--- src/sv/gb3_pkg.sv ---
`default_nettype none

package gb3_pkg;

   localparam int MAX_WIDTH  = 2048;
   localparam int MAX_HEIGHT = 4096;
   localparam int COL_W      = $clog2(MAX_WIDTH);
   localparam int ROW_W      = $clog2(MAX_HEIGHT);
   localparam int CFG_WIDTH_W  = 12;
   localparam int CFG_HEIGHT_W = 13;
   localparam int LINE_W     = 48;
   localparam int NSLOT      = 4;
   localparam int RES_CAP    = 8;
   localparam int FIFO_DEPTH = RES_CAP;
   localparam int PTR_W      = $clog2(FIFO_DEPTH);

   localparam logic REG_WIDTH  = 1'b0;
   localparam logic REG_HEIGHT = 1'b1;

   // result slots of one input pixel, in delivery order
   localparam logic [1:0] SLOT_UPLEFT = 2'd0;
   localparam logic [1:0] SLOT_UP     = 2'd1;
   localparam logic [1:0] SLOT_LEFT   = 2'd2;
   localparam logic [1:0] SLOT_HERE   = 2'd3;

   // window position of each slot's center pixel
   localparam logic [1:0] ROW_CENTER [NSLOT] = '{2'd1, 2'd1, 2'd2, 2'd2};
   localparam logic [1:0] COL_CENTER [NSLOT] = '{2'd1, 2'd2, 2'd1, 2'd2};

   // [0] red, [1] green, [2] blue
   typedef logic [2:0][7:0] rgb_type;

   typedef struct packed {
      logic [7:0] in_red;
      logic [7:0] in_green;
      logic [7:0] in_blue;
   } req_type;

   typedef struct packed {
      logic [7:0]       out_red;
      logic [7:0]       out_green;
      logic [7:0]       out_blue;
      logic [ROW_W-1:0] out_row;
      logic [COL_W-1:0] out_col;
      logic             frame_last;
   } rsp_type;

   typedef logic [2:0][1:0] tap_w_type;

   typedef struct packed {
      tap_w_type [NSLOT-1:0] row_w;
      tap_w_type [NSLOT-1:0] col_w;
   } wts_type;

   typedef struct packed {
      logic [NSLOT-1:0]    emit;
      logic [ROW_W-1:0]    row;
      logic [COL_W-1:0]    col;
      rgb_type [NSLOT-1:0] pix;
   } grp_type;

   // 1-2-1 weights along one axis, zero where the tap is out of frame or window
   function automatic tap_w_type tap_weights(input logic [1:0] center, input logic [2:0] ok);
      tap_w_type w;
      int        ci;
      ci = int'(center);
      for (int i = 0; i < 3; i++) begin
         if (!ok[i]) begin
            w[i] = 2'd0;
         end else if (i == ci) begin
            w[i] = 2'd2;
         end else if (i + 1 == ci || i == ci + 1) begin
            w[i] = 2'd1;
         end else begin
            w[i] = 2'd0;
         end
      end
      return w;
   endfunction

   function automatic logic [2:0] weight_sum(input tap_w_type w);
      return 3'(w[0]) + 3'(w[1]) + 3'(w[2]);
   endfunction

   // ceil(2^16 / weight); exact floor for sums below 4096
   function automatic logic [14:0] recip(input logic [4:0] weight);
      logic [14:0] r;
      unique case (weight)
         5'd4:    r = 15'd16384;
         5'd6:    r = 15'd10923;
         5'd8:    r = 15'd8192;
         5'd9:    r = 15'd7282;
         5'd12:   r = 15'd5462;
         5'd16:   r = 15'd4096;
         default: r = 15'd0;
      endcase
      return r;
   endfunction

endpackage

`default_nettype wire

--- src/sv/gb3_merge.sv ---
`default_nettype none

module gb3_merge (
   input  wire logic              clock,
   input  wire logic              reset,
   input  wire logic              push,
   input  wire gb3_pkg::grp_type  grp,
   output logic                   rsp_valid,
   input  wire logic              rsp_stall,
   output gb3_pkg::rsp_type       rsp_data
);

   gb3_pkg::grp_type                 fifo_ff [gb3_pkg::FIFO_DEPTH];
   logic [gb3_pkg::PTR_W-1:0]        wr_ptr_ff, wr_ptr_in;
   logic [gb3_pkg::PTR_W-1:0]        rd_ptr_ff, rd_ptr_in;
   logic [gb3_pkg::PTR_W:0]          count_ff, count_in;
   logic [gb3_pkg::NSLOT-1:0]        done_ff, done_in;
   logic                             valid_ff, valid_in;
   gb3_pkg::rsp_type                 data_ff, data_in;

   gb3_pkg::grp_type                 head;
   logic [gb3_pkg::NSLOT-1:0]        rem;
   logic [gb3_pkg::NSLOT-1:0]        pick;
   logic [1:0]                       slot;
   logic                             load;
   logic                             pop;
   gb3_pkg::rgb_type                 pix;

   assign head = fifo_ff[rd_ptr_ff];
   assign rem  = head.emit & ~done_ff;

   always_comb begin
      priority if (rem[gb3_pkg::SLOT_UPLEFT]) begin
         slot = gb3_pkg::SLOT_UPLEFT;
      end else if (rem[gb3_pkg::SLOT_UP]) begin
         slot = gb3_pkg::SLOT_UP;
      end else if (rem[gb3_pkg::SLOT_LEFT]) begin
         slot = gb3_pkg::SLOT_LEFT;
      end else begin
         slot = gb3_pkg::SLOT_HERE;
      end
   end

   assign pick = gb3_pkg::NSLOT'(1) << slot;
   assign load = (count_ff != '0) && (!valid_ff || !rsp_stall);
   assign pop  = load && ((rem & ~pick) == '0);
   assign pix  = head.pix[slot];

   always_comb begin
      data_in            = data_ff;
      valid_in           = valid_ff && rsp_stall;
      done_in            = done_ff;
      if (load) begin
         valid_in           = 1'b1;
         data_in.out_red    = pix[0];
         data_in.out_green  = pix[1];
         data_in.out_blue   = pix[2];
         data_in.out_row    = (slot == gb3_pkg::SLOT_UPLEFT || slot == gb3_pkg::SLOT_UP)
                              ? head.row - gb3_pkg::ROW_W'(1) : head.row;
         data_in.out_col    = (slot == gb3_pkg::SLOT_UPLEFT || slot == gb3_pkg::SLOT_LEFT)
                              ? head.col - gb3_pkg::COL_W'(1) : head.col;
         data_in.frame_last = (slot == gb3_pkg::SLOT_HERE);
         done_in            = pop ? '0 : (done_ff | pick);
      end
   end

   assign wr_ptr_in = push ? wr_ptr_ff + gb3_pkg::PTR_W'(1) : wr_ptr_ff;
   assign rd_ptr_in = pop ? rd_ptr_ff + gb3_pkg::PTR_W'(1) : rd_ptr_ff;
   assign count_in  = count_ff + (gb3_pkg::PTR_W+1)'(push) - (gb3_pkg::PTR_W+1)'(pop);

   always_ff @(posedge clock) begin
      if (push) begin
         fifo_ff[wr_ptr_ff] <= grp;
      end
   end

   always_ff @(posedge clock) begin
      if (reset) begin
         wr_ptr_ff <= '0;
         rd_ptr_ff <= '0;
         count_ff  <= '0;
         done_ff   <= '0;
         valid_ff  <= 1'b0;
      end else begin
         wr_ptr_ff <= wr_ptr_in;
         rd_ptr_ff <= rd_ptr_in;
         count_ff  <= count_in;
         done_ff   <= done_in;
         valid_ff  <= valid_in;
      end
   end

   always_ff @(posedge clock) begin
      data_ff <= data_in;
   end

   assign rsp_valid = valid_ff;
   assign rsp_data  = data_ff;

endmodule

`default_nettype wire

--- config.mk ---
export PLATFORM = sky130hd
export DESIGN_NAME = gb3_merge
export DESIGN_NICKNAME = d
export VERILOG_FILES = /design/src/sv/gb3_pkg.sv /design/src/sv/gb3_merge.sv
export SDC_FILE = /design/constraint.sdc
export NUM_CORES = 1
export LEC_CHECK = 0
export BUFFER_PORTS_ARGS = -buffer_cell sky130_fd_sc_hd__buf_2
export CAP_MARGIN = 40
export CORE_ASPECT_RATIO = 1.25
export CORE_MARGIN = 4
export CORE_UTILIZATION = 61
export CTS_CLUSTER_SIZE = 8
export DETAILED_ROUTE_END_ITERATION = 10
export PLACE_DENSITY = 0.88
export SYNTH_ARGS = -nofsm -noshare
export SYNTH_HDL_FRONTEND = slang
export SYNTH_SLANG_ARGS = --single-unit
--- constraint.sdc ---
create_clock -name clock -period 14.55 [get_ports clock]
set_input_delay 2.91 -clock clock [delete_from_list [all_inputs] [get_ports clock]]
set_output_delay 2.91 -clock clock [all_outputs]
set_load 0.1 [all_outputs]
[After elaboration in Yosys (flattened, before gate mapping)]
Memories as Yosys holds them, arrays and structs flattened. A register that Yosys moved wholly into a read port is not among the register bits.
Cells that the tools add are included.
Operators by class
  shift operators: 1
  magnitude comparators: 1
  equality and inequality tests: 3
  bitwise gates (word level): 5
  reductions and logical operators: 11
  mux-type cells: 13
  $add $sub $neg: 6
Operator list (number)
  $bmux W24 S2: 1
  $mux W24: 1
  $mux W12: 1
  $sub A12 B1 Y12 const B: 1
  $mux W11: 1
  $sub A11 B1 Y11 const B: 1
  $and A4 B4 Y4: 2
  $not A4 Y4: 2
  $add A3 B1 Y3 const B: 2
  $mux W3: 2
  $add A4 B1 Y4: 1
  $eq A2 B2 Y1 const B: 2
  $logic_not A4 Y1: 1
  $mux W1: 4
  $mux W2: 2
  $mux W4: 1
  $or A4 B4 Y4: 1
  $reduce_bool A4 Y1: 1
  $shl A1 B2 Y4 const A: 1
  $sub A4 B1 Y4: 1
  $logic_and A1 B1 Y1: 3
  $logic_or A1 B1 Y1: 3
  $lt A2 B3 Y1 const B: 1
  $eq A2 B1 Y1 const B: 1
  2 further kinds: 3
Storage, ports and cells
  input port bits: 127
  RAM bits: 984
  memories: 1
  output and inout bits: 49
  register bits after elaboration: 63
  word-level logic and storage cells: 52
Memories
  fifo_ff: depth 8, width 123, rd ports 1, clocked after memory_dff 1, wr ports 1, RTL line gb3_merge.sv:13  | gb3_pkg::grp_type fifo_ff [gb3_pkg::FIFO_DEPTH];

[Logic depth before layout (Yosys ltp)]
  depth after elaboration: 12
  gate-level depth with buffers: 15
  mapped depth without buffers: 13

[Worst setup path before layout]
No wires, ideal clock.
  kind: input port to flip-flop
  start: input port push
  end: memory fifo_ff[0][0] in the netlist's numbering, enable pin
  data required time: 13794 ps
  path slack: 2485 ps
  library setup time: 756 ps
  stages: 2
  path buffers: 0
  data arrival time: 11309 ps
  cells stage by stage: nand2b_1 > nor3_1
Between the ends
  word-level cells in the longest chain between the ends: 2
RTL lines
  start, declared: RTL line gb3_merge.sv:6  | input wire logic push,
  $mux W1: RTL line gb3_merge.sv:72  | if (push) begin
  $mux W1 (not written as such): RTL line gb3_merge.sv:73  | fifo_ff[wr_ptr_ff] <= grp;
  end, declared: RTL line gb3_merge.sv:13
Every way passes these cells.

[Worst setup path after layout]
  start: input port push
  end: memory fifo_ff[1][35] in the netlist's numbering, enable pin
The elaborated chain is that of the path after synthesis.

==> impl_results.md <==
- CP required: 14.89 ns
- Largest net degree at the start of global routing: 124
- Hold Crit Class: register to register
- Global-route wire length before repair: 153500 µm
- Power per cell area: ~190 mW/mm²
- Gr usage total: between 30% and 40%
- DP HPWL: around 50000 µm
- Tightest Pin Transition: 1.114 ns
- Sw power: 2.727 mW
- DRT Wirelength: 105100 µm
- Detail Route Antenna Nets: 0
- # fillers: 3336
- Die H: 294.9 µm
- Number of synthesized register bits: around 1100
- Initial core utilization: approximately 62%
- Max VDD drop: 279.1 µV
- Total grt overflow: 0
- Warnings from Yosys: 0
- Number of synthesized flops with an enable pin: between 1000 and 1500
- Seq/Total Area, Yosys: 78.03%
- Clk sinks: 1050
- Max_slew headroom: 25.76%
- Setup violations, final: 0
- CP arrival: 5.93 ns
- DR iter-0 viols: between 3000 and 4000
- Antenna violations before repair: 25
- FP Rows: 104
- Post-CTS setup buffer count: 0
- Int Power: about 6 mW
- Seq pwr share: 41.9%
- PortBufs: 175
- Setup Skew: 0.02466 ns
- Worst Setup End Kind: register
- Post-route minimum period: 5.594 ns
- Max Slew Vio Count: 0
- Total CTS buffers: 149
- Max Fanout on Critical Path: 52
- Comb power frac: between 20% and 30%
- H-tree levels: 4
- Cell variety after synth: between 40 and 50
- Vias per inst: 7.077
- Status: complete, no violations
- Area grow syn2layout: 15.24%
- Fmax: 0.1788 GHz
- Wire length per cell: 35.60 µm
- Post-Syn Area per Cell: 22.53 µm²
- Die area: 0.07006 mm²
- Via count: 20883
- Longest Clk Path Bufs: 3
- Buf/Inv on CP: 3
- Vias in the first global route: about 22000
- Slowest stage delay, CP: about 0.85 ns
- Top cell type's share of synthesized area: 77.14%
- WP depth: 5
- Pleak: 15.46 nW
- RSZ-0062 raised after global routing: false
- Final worst-path cycle share: 38.45%
- Fraction of layout cells with a size suffix above 1: 31.01%
- # IOs: 176
- Syn nets: approximately 1900
- Synthesized instance count: roughly 1800
- CTS tree: yes
- Worst-path clk slew: roughly 0.05 ns
- Synth async-reset ratio: 0%
- Critical path class: primary input to register
- CP top delay family: buffers and inverters
- Final Hold Viols: 0
- Gp weighted congestion: 0.7846
- Clock Power Share: 35.7%
- Pre-CTS setup slack: 8.346 ns
- Hold path depth: 2
- Clock Latency Late Sink: 0.74 ns
- Fin worst setup slack: 8.956 ns
- R2R depth: 8
- Critical Path Start Type: primary input
- Cell Chain, Critical Path: buf_2 -> nand2b_1 -> nor2_4 -> buf_4 -> buf_4
- Cell Area, Synth: 0.04017 mm²
- Nets@finish: roughly 2200
- Most used DFF post-synth: edfxtp_1
- Final setup TNS: 0 ns
- Top post-synthesis cells by area: edfxtp_1, mux4_2, mux2i_1, dfxtp_1, nor2_1
- Clk root buf: clkbuf_16
- Synth area leader: edfxtp_1
- Most Frequent Cell on Critical Path: buf_4
- Sw frac: 31.35%
- Post_cts resized: 0
- Max_cap viols: 0
- First drt pass iteration count: 6
- Core ar.: approximately 0.065 mm²
- DRC violations left: 0
- CP max stage cell: buf_4
- Die W: roughly 240 µm
- Hold buffer count at cts: 0
-- Yosys cell counts, types with 2 or more instances --
cell	count
a211oi_1	3
nand4_1	4
dfxtp_1	18
a21o_1	25
nor3b_1	3
o32ai_1	24
nor3_1	20
o211ai_1	3
o22ai_1	27
mux4_2	242
edfxtp_1	1032
inv_1	13
buf_8	2
buf_4	3
buf_6	6
ha_1	9
nand2_1	19
nand2b_1	6
clkbuf_1	42
nor2_1	72
mux2i_1	100
buf_2	34
buf_1	5
nor2b_1	6
a2111oi_0	2
xnor2_1	16
and3_1	3
xor2_1	9
mux2_2	6
nand3_1	4
a21oi_1	6
a2111o_1	2
-- per-stage QoR --
step / area (µm²) / total power [mW] / utilization [%] / hold slack (ns) / cells
5_1_grt: 46270 / 8.936 / 71.40 / 0.5173 / 2941
3_5_place_dp: 42190 / 5.556 / 65.11 / 0.4930 / 2748
4_1_cts: 46240 / 8.698 / 71.35 / 0.5019 / 2928
2_1_floorplan: 40170 / 5.086 / - / 0.4682 / 1783
3_3_place_gp: 41970 / 5.482 / 64.76 / 0.4729 / 2738
6_report: 46300 / 8.701 / 71.44 / 0.5105 / 2951
-- area by class of cell --
| cell class | count | area, µm² | area share, % |
|---|---|---|---|
| Sequential cell | 1050 | 31360 | 67.74 |
| Multi-Input combinational cell | 627 | 8373 | 18.09 |
| Clock buffer | 165 | 3810 | 8.229 |
| Timing Repair Buffer | 209 | 1344 | 2.903 |
| Tap cell | 848 | 1061 | 2.292 |
| Clock inverter | 15 | 234.0 | 0.5054 |
| Inverter | 14 | 57.56 | 0.1243 |
| Antenna cell | 23 | 57.56 | 0.1243 |
-- placed cells by master, fill, tap and decap left out, drive strengths merged, types with 2 or more instances in the layout --
cell | netlist | final
o22ai | 27 | 27
nand4 | 4 | 4
o32ai | 24 | 24
nor2 | 72 | 72
a21o | 25 | 25
nand3 | 4 | 4
a2111o | 2 | 2
buf | 50 | 209
xnor2 | 16 | 16
a2111oi | 2 | 2
dfxtp | 18 | 18
nor2b | 6 | 6
and3 | 3 | 3
or4 | 2 | 2
inv | 14 | 19
nand2 | 19 | 19
o211ai | 3 | 3
nor3 | 21 | 21
nor4 | 2 | 2
nor3b | 3 | 3
edfxtp | 1032 | 1032
xor2 | 9 | 9
ha | 9 | 9
clkinv | 0 | 9
diode | 0 | 23
mux2i | 100 | 100
nand2b | 6 | 6
mux4 | 242 | 242
a211oi | 3 | 3
mux2 | 6 | 6
clkbuf | 42 | 165
a21oi | 7 | 7
-- path summary, 6_finish.rpt --
check / start / to / slack, ns
worst max-delay path: push / fifo_ff[1][35]$_DFFE_PP_ / 8.96
worst min-delay path: rd_ptr_ff[1]$_SDFFE_PP0N_ / register / 0.51
worst max register to register: register / rsp_data[29]$_DFFE_PP_ / 9.92
worst min register to register: rd_ptr_ff[1]$_SDFFE_PP0N_ / register / 0.51
-- routing by layer --
| metal | vias up | global-route usage, % | part of all wire, % |
|---|---|---|---|
| met5 | - | 0 | 0.064 |
| li1 | 8032 | - | - |
| met2 | 1796 | 51.20 | 52 |
| met1 | 10748 | 38.32 | 33 |
| met3 | 299 | 6.579 | 10 |
| met4 | 8 | 14.56 | 5.1 |
-- state kept, by name (all words and copies together), names as in the netlist, named ones only --
register,cells
done_ff,4
wr_ptr_ff,3
rsp_valid,1
fifo_ff,984
rd_ptr_ff,3
rsp_data,48
count_ff,4
-- worst min-delay path: cells and delay by family, from the launching register on --
kind             cells  cell delay [ns]
DFF                  1             0.31
muxes                1             0.08
and+or+nand+nor      1             0.06
-- cell families (layout without fill, tap and decap cells) --
family,Yosys count,in the layout,synth area share (%)
other,0,23,0
AOI/OAI and AO/OA,98,98,1.837
and+or+nand+nor,145,145,1.707
xor gates and xnor gates,25,25,0.5450
muxes,348,348,16.23
buffers and inverters,106,403,1.292
adders and majority gates,11,11,0.3582
DFF,1050,1050,78.03
-- power by group through the flow --
stage	combinational (mW)	clock (mW)	sequential, mW
after floorplan	0.905	0	4.18
after global placement	1.80	0	3.69
after detailed placement	1.86	0	3.69
after CTS	1.93	3.12	3.65
after global routing	2.01	3.27	3.65
final	1.94	3.11	3.65
No activity file was read; power rests on OpenSTA's default activity.
