--- config.mk ---
export PLATFORM = sky130hd
export DESIGN_NAME = gb3_lane
export DESIGN_NICKNAME = d
export VERILOG_FILES = /design/src/sv/gb3_pkg.sv /design/src/sv/gb3_lane.sv
export SDC_FILE = /design/constraint.sdc
export NUM_CORES = 2
export LEC_CHECK = 0
export ABC_CLOCK_PERIOD_IN_PS = 7500
export BUFFER_PORTS_ARGS = -buffer_cell sky130_fd_sc_hd__buf_2
export CORE_MARGIN = 2
export CORE_UTILIZATION = 30
export CTS_BUF_LIST = sky130_fd_sc_hd__clkbuf_4
export CTS_CLUSTER_SIZE = 28
export DETAILED_ROUTE_END_ITERATION = 10
export GPL_ROUTABILITY_DRIVEN = 0
export PLACE_DENSITY = 0.46
export SLEW_MARGIN = 20
export SYNTH_ARGS = -nofsm -noshare
export SYNTH_HDL_FRONTEND = slang
export SYNTH_SLANG_ARGS = --single-unit
--- constraint.sdc ---
create_clock -name clock -period 7.5 [get_ports clock]
set_input_delay 0.375 -clock clock [delete_from_list [all_inputs] [get_ports clock]]
set_output_delay 0.375 -clock clock [all_outputs]
set_load 0.005 [all_outputs]
--- src/sv/gb3_pkg.sv ---
`default_nettype none

package gb3_pkg;

   localparam int MAX_WIDTH  = 2048;
   localparam int MAX_HEIGHT = 4096;
   localparam int COL_W      = $clog2(MAX_WIDTH);
   localparam int ROW_W      = $clog2(MAX_HEIGHT);
   localparam int CFG_WIDTH_W  = 12;
   localparam int CFG_HEIGHT_W = 13;
   localparam int LINE_W     = 48;
   localparam int NSLOT      = 4;
   localparam int RES_CAP    = 8;
   localparam int FIFO_DEPTH = RES_CAP;
   localparam int PTR_W      = $clog2(FIFO_DEPTH);

   localparam logic REG_WIDTH  = 1'b0;
   localparam logic REG_HEIGHT = 1'b1;

   // result slots of one input pixel, in delivery order
   localparam logic [1:0] SLOT_UPLEFT = 2'd0;
   localparam logic [1:0] SLOT_UP     = 2'd1;
   localparam logic [1:0] SLOT_LEFT   = 2'd2;
   localparam logic [1:0] SLOT_HERE   = 2'd3;

   // window position of each slot's center pixel
   localparam logic [1:0] ROW_CENTER [NSLOT] = '{2'd1, 2'd1, 2'd2, 2'd2};
   localparam logic [1:0] COL_CENTER [NSLOT] = '{2'd1, 2'd2, 2'd1, 2'd2};

   // [0] red, [1] green, [2] blue
   typedef logic [2:0][7:0] rgb_type;

   typedef struct packed {
      logic [7:0] in_red;
      logic [7:0] in_green;
      logic [7:0] in_blue;
   } req_type;

   typedef struct packed {
      logic [7:0]       out_red;
      logic [7:0]       out_green;
      logic [7:0]       out_blue;
      logic [ROW_W-1:0] out_row;
      logic [COL_W-1:0] out_col;
      logic             frame_last;
   } rsp_type;

   typedef logic [2:0][1:0] tap_w_type;

   typedef struct packed {
      tap_w_type [NSLOT-1:0] row_w;
      tap_w_type [NSLOT-1:0] col_w;
   } wts_type;

   typedef struct packed {
      logic [NSLOT-1:0]    emit;
      logic [ROW_W-1:0]    row;
      logic [COL_W-1:0]    col;
      rgb_type [NSLOT-1:0] pix;
   } grp_type;

   // 1-2-1 weights along one axis, zero where the tap is out of frame or window
   function automatic tap_w_type tap_weights(input logic [1:0] center, input logic [2:0] ok);
      tap_w_type w;
      int        ci;
      ci = int'(center);
      for (int i = 0; i < 3; i++) begin
         if (!ok[i]) begin
            w[i] = 2'd0;
         end else if (i == ci) begin
            w[i] = 2'd2;
         end else if (i + 1 == ci || i == ci + 1) begin
            w[i] = 2'd1;
         end else begin
            w[i] = 2'd0;
         end
      end
      return w;
   endfunction

   function automatic logic [2:0] weight_sum(input tap_w_type w);
      return 3'(w[0]) + 3'(w[1]) + 3'(w[2]);
   endfunction

   // ceil(2^16 / weight); exact floor for sums below 4096
   function automatic logic [14:0] recip(input logic [4:0] weight);
      logic [14:0] r;
      unique case (weight)
         5'd4:    r = 15'd16384;
         5'd6:    r = 15'd10923;
         5'd8:    r = 15'd8192;
         5'd9:    r = 15'd7282;
         5'd12:   r = 15'd5462;
         5'd16:   r = 15'd4096;
         default: r = 15'd0;
      endcase
      return r;
   endfunction

endpackage

`default_nettype wire

--- src/sv/gb3_lane.sv ---
`default_nettype none

module gb3_lane (
   input  wire logic                                clock,
   input  wire logic [2:0][2:0][7:0]                win,
   input  wire gb3_pkg::wts_type                    wts,
   output logic      [gb3_pkg::NSLOT-1:0][7:0]      quot
);

   logic [gb3_pkg::NSLOT-1:0][2:0][9:0] rowp;
   logic [gb3_pkg::NSLOT-1:0][11:0]     sum_in;
   logic [gb3_pkg::NSLOT-1:0][11:0]     sum_ff;
   logic [gb3_pkg::NSLOT-1:0][14:0]     recip_in;
   logic [gb3_pkg::NSLOT-1:0][14:0]     recip_ff;
   logic [gb3_pkg::NSLOT-1:0][26:0]     prod;
   logic [gb3_pkg::NSLOT-1:0][7:0]      quot_in;
   logic [gb3_pkg::NSLOT-1:0][7:0]      quot_ff;

   function automatic logic [11:0] scale(input logic [9:0] v, input logic [1:0] w);
      logic [11:0] r;
      unique case (w)
         2'd0:    r = 12'd0;
         2'd1:    r = {2'b00, v};
         2'd2:    r = {1'b0, v, 1'b0};
         default: r = 12'd0;
      endcase
      return r;
   endfunction

   always_comb begin
      for (int k = 0; k < gb3_pkg::NSLOT; k++) begin
         for (int r = 0; r < 3; r++) begin
            rowp[k][r] = 10'(scale({2'b00, win[r][0]}, wts.col_w[k][0])
                           + scale({2'b00, win[r][1]}, wts.col_w[k][1])
                           + scale({2'b00, win[r][2]}, wts.col_w[k][2]));
         end
         sum_in[k] = scale(rowp[k][0], wts.row_w[k][0])
                   + scale(rowp[k][1], wts.row_w[k][1])
                   + scale(rowp[k][2], wts.row_w[k][2]);
         recip_in[k] = gb3_pkg::recip(5'({2'b00, gb3_pkg::weight_sum(wts.row_w[k])}
                                        * {2'b00, gb3_pkg::weight_sum(wts.col_w[k])}));
      end
   end

   always_ff @(posedge clock) begin
      sum_ff   <= sum_in;
      recip_ff <= recip_in;
   end

   always_comb begin
      for (int k = 0; k < gb3_pkg::NSLOT; k++) begin
         prod[k]    = 27'(sum_ff[k]) * 27'(recip_ff[k]);
         quot_in[k] = prod[k][23:16];
      end
   end

   always_ff @(posedge clock) begin
      quot_ff <= quot_in;
   end

   assign quot = quot_ff;

endmodule

`default_nettype wire

# Word-level counts from Yosys, hierarchy flattened
# Index checks and enable logic that the tools add are counted.
[totals] input_bits=121 ff_bits=140
[classes] mux=52 n_eq_ne=72 n_addsub=48 multipliers=8
[ops] op="$pmux W9 S2" count=36
[ops] op="$pmux W15 S6" count=4
[ops] op="$pmux W11 S2" count=12
[ops] op="$add A10 B10 Y10" count=12
[ops] op="$add A9 B9 Y10" count=12
[ops] op="$add A12 B12 Y12" count=8
[ops] op="$mul A12 B15 Y24" count=4
[ops] op="$eq A5 B4 Y1 const B" count=12
[ops] op="$eq A2 B1 Y1 const B" count=24
[ops] op="$eq A2 B2 Y1 const B" count=24
[ops] op="$eq A5 B3 Y1 const B" count=8
[ops] op="$add A2 B2 Y3" count=8
[ops] op="$add A3 B2 Y3" count=8
[ops] op="$eq A5 B5 Y1 const B" count=4
[ops] op="$mul A3 B3 Y5" count=4

# Logic depth before layout (Yosys ltp)
[logic_depth] depth_word=7 mapped_depth=27 ltp_nobuf=25

# Least setup slack after synthesis
# No wires, ideal clock.
[synth_timing] path_type="flip-flop to flip-flop" start="register recip_ff[24] (netlist name)" end="register quot_ff, in the netlist quot[15]" setup_slack_ps=2120 stages_incl_launch_ff=22 arrival_time_ps=5308 path_cell_list="dfxtp_1 clkbuf_1 nand2_1 fa_1 inv_1 fa_1 inv_1 fa_1 inv_1 fa_1 inv_1 fa_1 inv_1 ha_1 a211o_1 a2111oi_0 o21ai_1 nand4_1 and2_1 o2111ai_1 a21oi_1 xnor2_1"
[synth_rtl] element="from (decl)" line_no="gb3_lane.sv:14" rtl="logic [gb3_pkg::NSLOT-1:0][14:0] recip_ff;"
[synth_rtl] element="from (signal assigned)" line_no="gb3_lane.sv:47" rtl="recip_ff <= recip_in;"
[synth_rtl] element="to (signal assigned)" line_no="gb3_lane.sv:58" rtl="quot_ff <= quot_in;"
[synth_rtl] element="to (decl)" line_no="gb3_lane.sv:17" rtl="logic [gb3_pkg::NSLOT-1:0][7:0] quot_ff;"

==> impl_metrics.json <==
{
  "ys_async_sr_fraction": 0,
  "worst_setup_path_startpoint": "recip_ff[10]",
  "launch_point_of_the_worst_reg_to_reg_path": "recip_ff[10]",
  "ys_dominant_reg_cell": "sky130_fd_sc_hd__dfxtp_1",
  "finalWorstPathRequiredPeriod_ns": 5.98,
  "post-route-period-util": 0.797,
  "vias": 27773,
  "drt.antenna.violating_nets": 0,
  "slew_viol_final": 0,
  "post_synth_instance_area_um2": 36700,
  "criticalPathCategory": "reg -> reg",
  "timing.reg2reg.worst_path_depth": 18,
  "dr.first_iter.drc_count": 1718,
  "power.ir.vdd_worst_mv": 0.0763,
  "leakagePower_nw": 20.1,
  "h_tree_levels": 3,
  "placed_cells": 5881,
  "top_level_ports": 153,
  "post_cts_buffers": 0,
  "totalWireLength_um": 108000,
  "hpwlAfterDp_um": 92300,
  "final.setup_skew_ns": 0.0319,
  "setup.worst_path.end": "quot[7]",
  "synth-adder-area-share": 0.498,
  "status": "finished clean",
  "dp_area_um2": 38900,
  "grt_pass1_vias": 29201,
  "worstSetupStartpointType": "flop",
  "totalNegativeSetupSlack_ns": 0,
  "num-nets-final": 5448,
  "clockRootBuffer": "sky130_fd_sc_hd__clkbuf_4",
  "synth_xor_area_frac": 0.0416,
  "height_of_the_die_um": 354,
  "synth_mux_area_frac": 0,
  "cts_repair_resize_count": 0,
  "total_power_mw": 4.89,
  "max_slew.worst_pin.slew_ns": 1.09,
  "number_of_hold_buffers_added_after_cts": 0,
  "area_growth_pct": 6.41,
  "site_row_count": 128,
  "post-route-drc-count": 0,
  "clk_transition_reported_paths_ns": 0.21,
  "cts_tree": "done",
  "yosysWarningCount": 0,
  "worstReg2RegEnd": "quot[7]",
  "fraction_of_layout_instances_using_a_drive_strength_above_1": 0.0899,
  "finish.instance_area_um2": 39000,
  "floorplan.die_area_um2": 125000,
  "avgViaCountPerCell": 4.70,
  "grt_pass1_wl_um": 170000,
  "final_core_util": 0.321,
  "maxCapViolations": 0,
  "crit_path_end_kind": "flop",
  "synth_edf_count": 0,
  "setup_ws_pre_cts_ns": 1.36,
  "ys_seq_area_frac": 0.0611,
  "clkLatencyLatePin_ns": 0.74,
  "hold-worst-slack_ns": 0.333,
  "initial_utilization": 0.302,
  "required_ns": 8.11,
  "simple_logic_cell_fraction_of_the_synthesized_area": 0.153,
  "grt_start_max_net_pins": 25,
  "buffer_ports.inserted": 152,
  "detail_route.wl_per_cell_um": 18.4,
  "post_synth_num_cell_types": 58,
  "grt_antenna_before_repair": 20,
  "grt_overflow": 0,
  "hold_viol_final": 0,
  "critPathMaxFanout": 12,
  "core_region_area_um2": 122000,
  "grt_setup_unrepaired": "no",
  "cts_buffer_depth": 2,
  "synth_top_family_by_area": "adder cells",
  "setup-violations-final": 0,
  "finalNonFillerCells": 5905,
  "postLayoutSetupSlackWorst_ns": 1.52,
  "horizontal_die_dimension_um": 354,
  "max-slew-margin-rel": 0.273,
  "tritoncts.num_buffers": 9,
  "r2r_slack_ns": 1.52,
  "worstPathArrival_ns": 6.58,
  "synthCells": 4285,
  "yosys_register_bits": 112,
  "synth_fp_nets": 5466,
  "grt_use_total": 0.177,
  "timing.hold.worst.class": "in -> reg",
  "clock-sinks": 112,
  "detail_route.first_pass.iterations": 6,
  "synth_compound_gate_area_share": 0.120,
  "power_density_nw_per_um2": 125,
  "fmax_ghz": 0.167,
  "syn_area_per_cell_um2": 8.56
}
## logic make-up (layout without fill, tap and decap cells)
group / Yosys count / in the layout
AND/OR/NAND/NOR: 1093 / 1093
AO/OA/AOI/OAI: 624 / 624
buffers and inverters: 1222 / 1209
flip-flops: 112 / 112
other: 0 / 8
XOR/XNOR: 174 / 174
adder cells (fa/ha/maj): 1060 / 1060
## state kept, by name, indices dropped and copies added (netlist names)
| name | cells |
|---|---|
| recip_ff | 32 |
| quot | 32 |
| sum_ff | 48 |
## synth_stat cells (3+ instances only)
cell type | instances | area [µm²]
sky130_fd_sc_hd__nand2_1 | 366 | 1370
sky130_fd_sc_hd__and3_1 | 12 | 75.1
sky130_fd_sc_hd__clkbuf_1 | 166 | 623
sky130_fd_sc_hd__a32oi_1 | 4 | 35.0
sky130_fd_sc_hd__a211oi_1 | 7 | 52.6
sky130_fd_sc_hd__inv_1 | 1020 | 3830
sky130_fd_sc_hd__a22o_1 | 21 | 184
sky130_fd_sc_hd__nor4_1 | 8 | 50.1
sky130_fd_sc_hd__a21oi_1 | 83 | 415
sky130_fd_sc_hd__o21ai_0 | 59 | 295
sky130_fd_sc_hd__ha_1 | 392 | 4900
sky130_fd_sc_hd__o41a_1 | 7 | 78.8
sky130_fd_sc_hd__nor3b_1 | 14 | 105
sky130_fd_sc_hd__a21boi_0 | 25 | 188
sky130_fd_sc_hd__nand4_1 | 8 | 50.1
sky130_fd_sc_hd__buf_1 | 36 | 135
sky130_fd_sc_hd__xnor2_1 | 132 | 1160
sky130_fd_sc_hd__or2_2 | 183 | 1140
sky130_fd_sc_hd__nor2_1 | 123 | 462
sky130_fd_sc_hd__nand3_1 | 9 | 45.0
sky130_fd_sc_hd__xor2_1 | 42 | 368
sky130_fd_sc_hd__nand3b_1 | 7 | 52.6
sky130_fd_sc_hd__o221ai_1 | 4 | 35.0
sky130_fd_sc_hd__o21a_1 | 6 | 45.0
sky130_fd_sc_hd__o211ai_1 | 7 | 52.6
sky130_fd_sc_hd__o21ai_1 | 6 | 30.0
sky130_fd_sc_hd__and2_1 | 191 | 1190
sky130_fd_sc_hd__nor2b_1 | 69 | 432
sky130_fd_sc_hd__a21o_1 | 59 | 443
sky130_fd_sc_hd__dfxtp_1 | 112 | 2240
sky130_fd_sc_hd__a31oi_1 | 6 | 37.5
sky130_fd_sc_hd__a22oi_1 | 305 | 2290
sky130_fd_sc_hd__a211o_1 | 3 | 26.3
sky130_fd_sc_hd__nor3_1 | 29 | 145
sky130_fd_sc_hd__or2_1 | 4 | 25.0
sky130_fd_sc_hd__and4_1 | 3 | 26.3
sky130_fd_sc_hd__fa_1 | 668 | 13400
sky130_fd_sc_hd__or3_1 | 17 | 106
sky130_fd_sc_hd__nand2b_1 | 45 | 282
## routing by layer
layer / wire (µm) / global-route usage / vias to the layer above
met3: 6930 / 0.0346 / 75
met4: 1480 / 0.0348 / 16
met1: 53900 / 0.264 / 13800
met2: 46000 / 0.264 / 672
met5: 91 / 0 / -
li1: - / - / 13210
## cell usage in the layout, fill, tap and decap left out, drive strengths merged, types with 4 or more instances in the layout
master,instances
o221ai,4
nand4,8
nor3,29
and2,191
nor2,123
buf,173
a32oi,4
nand2b,45
diode,8
ha,392
xor2,42
a21o,59
o21a,6
a22oi,305
or3,17
nand2,366
o41a,7
a22o,21
fa,668
a31oi,6
o211ai,7
nor2b,69
a21oi,85
or2,187
a211oi,7
nand3b,7
dfxtp,112
and3,12
nand3,9
clkbuf,12
nor4,8
a21boi,27
inv,1021
nor3b,14
xnor2,132
o21ai,65
## where the power goes
part	leakage [nW]	switching [mW]	internal, mW
Combinational	19.1	1.99	1.42
Sequential	0.918	0.373	0.756
Clock	0.0640	0.261	0.0792
Total	20.1	2.63	2.26
## cell type report
| type | instances | area (µm²) |
|---|---|---|
| fillers | 12943 | 82500 |
| flip-flops and latches | 112 | 2240 |
| multi-input cells | 2951 | 29900 |
| diodes | 8 | 20.0 |
| clock inverters | 4 | 28.8 |
| clock buffers | 12 | 90.1 |
| inverters | 1020 | 3830 |
| well taps | 1625 | 2030 |
| repair buffers | 173 | 918 |
## worst max-delay path: stages (launching register included)
cell,delay (ns)
sky130_fd_sc_hd__dfxtp_1,0.67
sky130_fd_sc_hd__nand2_1,0.22
sky130_fd_sc_hd__fa_1,0.58
sky130_fd_sc_hd__fa_1,0.56
sky130_fd_sc_hd__inv_1,0.05
sky130_fd_sc_hd__fa_1,0.49
sky130_fd_sc_hd__inv_1,0.05
sky130_fd_sc_hd__fa_1,0.45
sky130_fd_sc_hd__fa_1,0.49
sky130_fd_sc_hd__inv_1,0.04
sky130_fd_sc_hd__ha_1,0.34
sky130_fd_sc_hd__a21o_1,0.20
sky130_fd_sc_hd__a21o_1,0.18
sky130_fd_sc_hd__a21o_1,0.20
sky130_fd_sc_hd__a22oi_1,0.17
sky130_fd_sc_hd__a21bo_1,0.29
sky130_fd_sc_hd__o41a_1,0.42
sky130_fd_sc_hd__a21oi_2,0.18
sky130_fd_sc_hd__xnor2_1,0.27
## worst min path at each step
stage,to,slack [ns],startpoint,cells past startpoint
floorplan,quot[0],0.66,quot[0],0
global placement,quot[1],0.75,quot[1],1
detailed placement,quot[1],0.75,quot[1],1
CTS,recip_ff[43],0.21,wts[36],4
global route,recip_ff[26],0.32,wts[34],4
finish,recip_ff[43],0.33,wts[40],4
(Power assumes the default switching activity.)
